<file path="src/rtl/core/ftas_pkg.sv">
`default_nettype none
// ----------------------------------------------------------------------------
// ftas_pkg
// Shared types and constants for the flow table aging sweeper: item structs,
// register indexes, policy levels and the controller/datapath command bundle.
// ----------------------------------------------------------------------------
package ftas_pkg;

    localparam int AGE_W      = 8;
    localparam int PCT_W      = 7;
    localparam int IN_IDX_W   = 10;
    localparam int OUT_CNT_W  = 11;
    localparam int CFG_IDX_W  = 3;
    localparam int CFG_DATA_W = 8;
    localparam int PCT_SCALE  = 100;

    localparam logic [AGE_W-1:0] AGE_MAX = 8'hFF;

    localparam logic [AGE_W-1:0] AGE_LIMIT_LOW_RST  = 8'd3;
    localparam logic [AGE_W-1:0] AGE_LIMIT_MID_RST  = 8'd2;
    localparam logic [AGE_W-1:0] AGE_LIMIT_HIGH_RST = 8'd1;
    localparam logic [PCT_W-1:0] MID_PERCENT_RST    = 7'd70;
    localparam logic [PCT_W-1:0] HIGH_PERCENT_RST   = 7'd90;

    localparam logic KIND_WRITE = 1'b0;
    localparam logic KIND_TICK  = 1'b1;

    typedef enum logic [CFG_IDX_W-1:0] {
        CFG_AGE_LIMIT_LOW  = 3'd0,
        CFG_AGE_LIMIT_MID  = 3'd1,
        CFG_AGE_LIMIT_HIGH = 3'd2,
        CFG_MID_PERCENT    = 3'd3,
        CFG_HIGH_PERCENT   = 3'd4
    } cfg_reg_t;

    typedef enum logic [1:0] {
        LEVEL_LOW  = 2'd0,
        LEVEL_MID  = 2'd1,
        LEVEL_HIGH = 2'd2
    } level_t;

    typedef struct packed {
        logic                kind;
        logic [IN_IDX_W-1:0] entry_index;
        logic                entry_valid;
        logic [AGE_W-1:0]    entry_age;
    } in_item_t;

    typedef struct packed {
        logic [OUT_CNT_W-1:0] checked_count;
        logic [OUT_CNT_W-1:0] freed_count;
        logic [1:0]           level_after;
        logic [OUT_CNT_W-1:0] occupancy;
    } out_item_t;

    typedef struct packed {
        logic accept;
        logic clr_step;
        logic wr_rd;
        logic wr_upd;
        logic sweep_rd;
        logic lvl_mul;
        logic lvl_set;
        logic out_load;
    } cmd_t;

    typedef struct packed {
        logic clr_last;
        logic sweep_end;
    } status_t;

endpackage

`default_nettype wire

</file>
<file path="src/rtl/core/ftas_ctrl.sv">
`default_nettype none
// ----------------------------------------------------------------------------
// ftas_ctrl
// Sequencer for the aging sweeper: clearing pass, write read-modify-write,
// segment sweep, level update and result hand-off.
// ----------------------------------------------------------------------------
module ftas_ctrl (
    input  wire logic              aclk,
    input  wire logic              aresetn,
    input  wire logic              s_valid,
    input  wire logic              s_kind,
    output logic                   s_ready,
    output logic                   m_valid,
    input  wire logic              m_ready,
    output ftas_pkg::cmd_t         cmd,
    input  wire ftas_pkg::status_t status
);

    typedef enum logic [2:0] {
        ST_CLEAR,
        ST_IDLE,
        ST_WR_RD,
        ST_WR_UPD,
        ST_SWEEP,
        ST_LVL_MUL,
        ST_LVL_SET,
        ST_DONE
    } state_t;

    state_t state_reg, state_next;
    logic   m_valid_reg, m_valid_next;
    logic   load_ok;

    always_comb begin
        cmd          = '0;
        state_next   = state_reg;
        load_ok      = !m_valid_reg || m_ready;
        m_valid_next = m_valid_reg && !m_ready;
        case (state_reg)
            ST_CLEAR: begin
                cmd.clr_step = 1'b1;
                if (status.clr_last) begin
                    state_next = ST_IDLE;
                end
            end
            ST_IDLE: begin
                if (s_valid) begin
                    cmd.accept = 1'b1;
                    state_next = (s_kind == ftas_pkg::KIND_TICK) ? ST_SWEEP : ST_WR_RD;
                end
            end
            ST_WR_RD: begin
                cmd.wr_rd  = 1'b1;
                state_next = ST_WR_UPD;
            end
            ST_WR_UPD: begin
                cmd.wr_upd = 1'b1;
                state_next = ST_DONE;
            end
            ST_SWEEP: begin
                // last entry retires in the same cycle the pointer hits the end
                if (status.sweep_end) begin
                    state_next = ST_LVL_MUL;
                end else begin
                    cmd.sweep_rd = 1'b1;
                end
            end
            ST_LVL_MUL: begin
                cmd.lvl_mul = 1'b1;
                state_next  = ST_LVL_SET;
            end
            ST_LVL_SET: begin
                cmd.lvl_set = 1'b1;
                state_next  = ST_DONE;
            end
            ST_DONE: begin
                if (load_ok) begin
                    cmd.out_load = 1'b1;
                    m_valid_next = 1'b1;
                    state_next   = ST_IDLE;
                end
            end
            default: begin
                state_next = ST_IDLE;
            end
        endcase
    end

    always_ff @(posedge aclk) begin
        if (!aresetn) begin
            state_reg   <= ST_CLEAR;
            m_valid_reg <= 1'b0;
        end else begin
            state_reg   <= state_next;
            m_valid_reg <= m_valid_next;
        end
    end

    assign s_ready = (state_reg == ST_IDLE);
    assign m_valid = m_valid_reg;

endmodule

`default_nettype wire

</file>
<file path="config.mk">
export PLATFORM = sky130hd
export DESIGN_NAME = ftas_ctrl
export DESIGN_NICKNAME = d
export VERILOG_FILES = /design/src/rtl/core/ftas_pkg.sv /design/src/rtl/core/ftas_ctrl.sv
export SDC_FILE = /design/constraint.sdc
export NUM_CORES = 1
export LEC_CHECK = 0
export BUFFER_PORTS_ARGS = -buffer_cell sky130_fd_sc_hd__buf_2
export CORE_AREA = 2 2 39 41
export DETAILED_ROUTE_END_ITERATION = 8
export DIE_AREA = 0 0 41 43
export PLACE_DENSITY = 0.55
export SLEW_MARGIN = 20
export SYNTH_ARGS = -nofsm -noshare
export SYNTH_HDL_FRONTEND = slang
export SYNTH_SLANG_ARGS = --single-unit
</file>
<file path="constraint.sdc">
create_clock -name aclk -period 1.45 [get_ports aclk]
set_clock_uncertainty 0.1 [all_clocks]
set_input_delay 0.29 -clock aclk [delete_from_list [all_inputs] [get_ports aclk]]
set_output_delay 0.29 -clock aclk [all_outputs]
set_load 0.02 [all_outputs]
</file>
* Word-level counts from Yosys, hierarchy flattened
Index checks and enable logic that the tools add are counted.
Word-level totals: logic and storage cells 39, bits of input ports 7, output and inout bits 10, register bits 4
Cells by class: reductions and logical operators 7, mux-type cells 19, eq/ne operators 11
Operator list (number):
- $pmux W3 S7 | 1
- $mux W3 | 5
- $mux W1 | 13
- $eq A3 B3 Y1 const B | 4
- $ne A2 B2 Y1 const B | 4
- $eq A3 B2 Y1 const B | 2
- $reduce_and A4 Y1 | 1
- $eq A3 B1 Y1 const B | 1
- $logic_not A3 Y1 | 1
- $logic_not A1 Y1 | 2
- $reduce_or A2 Y1 | 1
- $logic_and A1 B1 Y1 | 1
- $logic_or A1 B1 Y1 | 1

* Depth between registers and ports, before layout
word-level depth 4, depth in mapped cells 4, gate-level depth less buffers 3

* Worst setup path after synthesis
Ideal clock, no wire load.
path kind reg-to-output, start register state_reg[2], end output port cmd[7] in the netlist's numbering, setup slack -88 ps, required time 1060 ps, path buffers 1, stages on the path, launching flop included 5, arrival 1148 ps, path through dfxtp_1 buf_6 nand2b_4 nor2_1 and2_1
RTL lines:
- from (decl) | line ftas_ctrl.sv:30 | state_t state_reg, state_next;
- from (signal assigned) | line ftas_ctrl.sv:94 | state_reg <= state_next;
- to (decl) | line ftas_ctrl.sv:15 | output ftas_pkg::cmd_t cmd,

==> flow_metrics.py <==
metrics = {
    "status": {
        "status": "finished, violations left",
        "violations": "setup timing",
    },
    "floorplanning": {
        "rows": 14,
        "die_w_microns": 41,
        "io_pins": 17,
        "die_h_microns": 43,
        "dieArea_sq_mm": 0.00176,
        "start_util": 0.196,
        "core_area_sq_mm": 0.00138,
    },
    "routing": {
        "totalWireLength_microns": 618,
        "drc": 0,
        "avgRoutedWirePerCell_microns": 9.09,
        "final_antenna_net_count": 0,
        "drt_pre_antenna_iters": 1,
        "drt_iter0_drc": 0,
        "avgViaCountPerCell": 4.51,
        "vias": 307,
    },
    "setup_path": {
        "path_cells": "nand2b_4 > nor2_4 > and2_4 > buf_6",
        "worstRegToRegCells": 4,
        "max_stage_delay_ps": 360,
        "reg2reg_slack_ps": 320,
        "end_kind": "output port",
        "worstSetupStartpointType": "flop",
        "critPathKind": "flop to output port",
        "r2r_start": "state_reg[2]",
        "critPathSlowestCell": "dfxtp_4",
        "critical-path-top-delay-family": "simple AND/OR/NAND/NOR gates",
        "cp.arrival_ps": 1070,
        "rr_endpoint": "state_reg[0]",
        "crit_required_ps": 1060,
        "crit_path_max_fanout": 8,
        "crit_buf_inv": 1,
    },
    "grt": {
        "grt_pass1_vias": 265,
        "grt_pass1_wl_microns": 979,
        "grt-ovfl-total": 0,
        "grt.total_usage": 0.0873,
        "antenna_found_initial": 0,
        "grt_max_degree": 9,
    },
    "layout": {
        "nets": 61,
        "area_growth_pct": 59.9,
        "antenna_cells": 0,
        "layout-drive-gt1-share": 0.635,
        "fin_util": 0.314,
        "fillers": 173,
        "largest_register_ffs": 3,
        "stdcell_count": 68,
    },
    "pwr": {
        "power_per_cell_area_mw_per_mm2": 880,
        "totalPowerFinal_mw": 0.382,
        "power.leakage_nw": 0.208,
        "peakVddDrop_mv": 0.247,
    },
    "clock_network": {
        "cts_tree": "yes",
        "root_buffer": "clkbuf_4",
        "clk_path_buf_depth": 2,
        "clock-sinks": 4,
        "hold_buffers": 0,
        "cts_made_buffers": 3,
        "clk-insertion-delay-late_ps": 230,
        "cts.htree.levels": 1,
        "clk_pin_slew_worst_paths_ps": 40,
    },
    "place": {
        "place_inst": 65,
        "place_ws_ps": 79.8,
        "io_buffer_count": 16,
        "gp_congestion": 0.670,
        "hpwl_microns": 467,
    },
    "hold_path": {
        "min_path_type": "input pin to flop",
        "min_to": "m_valid",
        "min-delay-start": "aresetn",
        "whs_path_depth": 2,
    },
    "timing": {
        "fin_crit_sh": 1.01,
        "fin_setup_tns_ps": -9.19,
        "min_period_ps": 1460,
        "slew_violations": 0,
        "fin_ws_ps": -9.19,
        "max_freq_mhz": 685,
        "rsz0062_at_grt": "yes",
        "max_slew_margin": 0.857,
        "tightest_slew_ps": 213,
        "finalSetupViolCount": 1,
        "hold_viol_final": 0,
    },
    "synthesis": {
        "synth_nets": 39,
        "seq_area_frac_synth": 0.295,
        "syn_inst": 32,
        "synth_common_cells": "nor2_1, dfxtp_1, nor2b_1",
        "synth_edf_count": 0,
        "ys_top_cells_by_area": "dfxtp_1, nor4b_4, buf_6, nor2_1, nor2b_1",
        "post-synth-top-count-cell": "nor2_1",
        "yosysTopAreaCellShare": 0.295,
        "yosysTopAreaCell": "dfxtp_1",
        "syn_area_per_cell_sq_um": 8.48,
        "ys_types": 19,
        "yosysWarnings": 0,
        "ys_async_sr_fraction": 0,
        "synth-seq-cells": 4,
        "synth_area_sq_um": 272,
        "synth-main-ff-cell": "dfxtp_1",
    },
    "job": {
        "cap_violations": 0,
    },
}
stage by stage:
stage / area [sq um] / hold slack (ps)
2_1_floorplan: 274 / 319
3_3_place_gp: 374 / 434
3_5_place_dp: 374 / 435
4_1_cts: 424 / 190
5_1_grt: 434 / 210
6_report: 434 / 200
repair_timing:
item / in CTS / in global routing
pin swaps: 3 / 1
buffers inserted: 0 / 0
setup endpoints to repair: 7 / 6
resized for setup: 11 / 4
report_power, final:
part | switching [mW] | internal (mW)
Sequential | 0.0178 | 0.118
Combinational | 0.0533 | 0.0534
Clock | 0.0472 | 0.0927
cells in the final DEF, fill, tap and decap left out:
master / netlist / final
nand2_1: 1 / 1
and2_4: 0 / 1
nor4b_4: 1 / 1
buf_2: 0 / 12
nor2b_1: 3 / 3
nand2b_4: 1 / 1
and3_2: 1 / 1
dfxtp_1: 4 / 1
dfxtp_4: 0 / 3
inv_2: 0 / 1
buf_4: 0 / 6
o21ai_0: 1 / 1
clkbuf_4: 0 / 3
nand3_1: 1 / 1
buf_6: 2 / 1
nor2b_2: 1 / 1
nor2_4: 0 / 1
a21o_1: 1 / 1
nor3_2: 0 / 1
nor2_1: 6 / 5
o221ai_1: 1 / 1
and3b_1: 1 / 1
o21ai_1: 1 / 1
a21oi_1: 2 / 2
nor3_1: 2 / 1
cells by family after synthesis:
logic type | Yosys count | synth area share
DFF | 4 | 0.295
buffers and inverters | 3 | 0.0968
and+or+nand+nor | 19 | 0.475
AOI/OAI and AO/OA | 6 | 0.134
worst max-delay path by stage:
stage	end	start	cells after the start	slack (ps)
finish	cmd[7]	state_reg[2]	4	-9
global route	cmd[7]	state_reg[2]	4	-60
detailed placement	cmd[7]	state_reg[0]	4	80
CTS	cmd[7]	state_reg[2]	4	-30
floorplan	cmd[5]	state_reg[1]	2	-20
global placement	cmd[5]	state_reg[1]	3	100
area by class of cell:
class	count	area (sq um)	share of cell area
clock buffers	3	22.5	0.0519
repair buffers	19	116	0.268
multi-input cells	25	180	0.415
inverters	1	3.75	0.00865
flip-flops and latches	4	91.3	0.210
well taps	16	20.0	0.0461
per-layer routing:
layer | part of all wire | track usage | wire [microns]
met5 | 0 | 0 | 0
met4 | 0.037 | 0.100 | 23
met3 | 0.081 | 0.0209 | 50
met2 | 0.48 | 0.125 | 297
met1 | 0.40 | 0.0900 | 245
(Power assumes the default switching activity.)
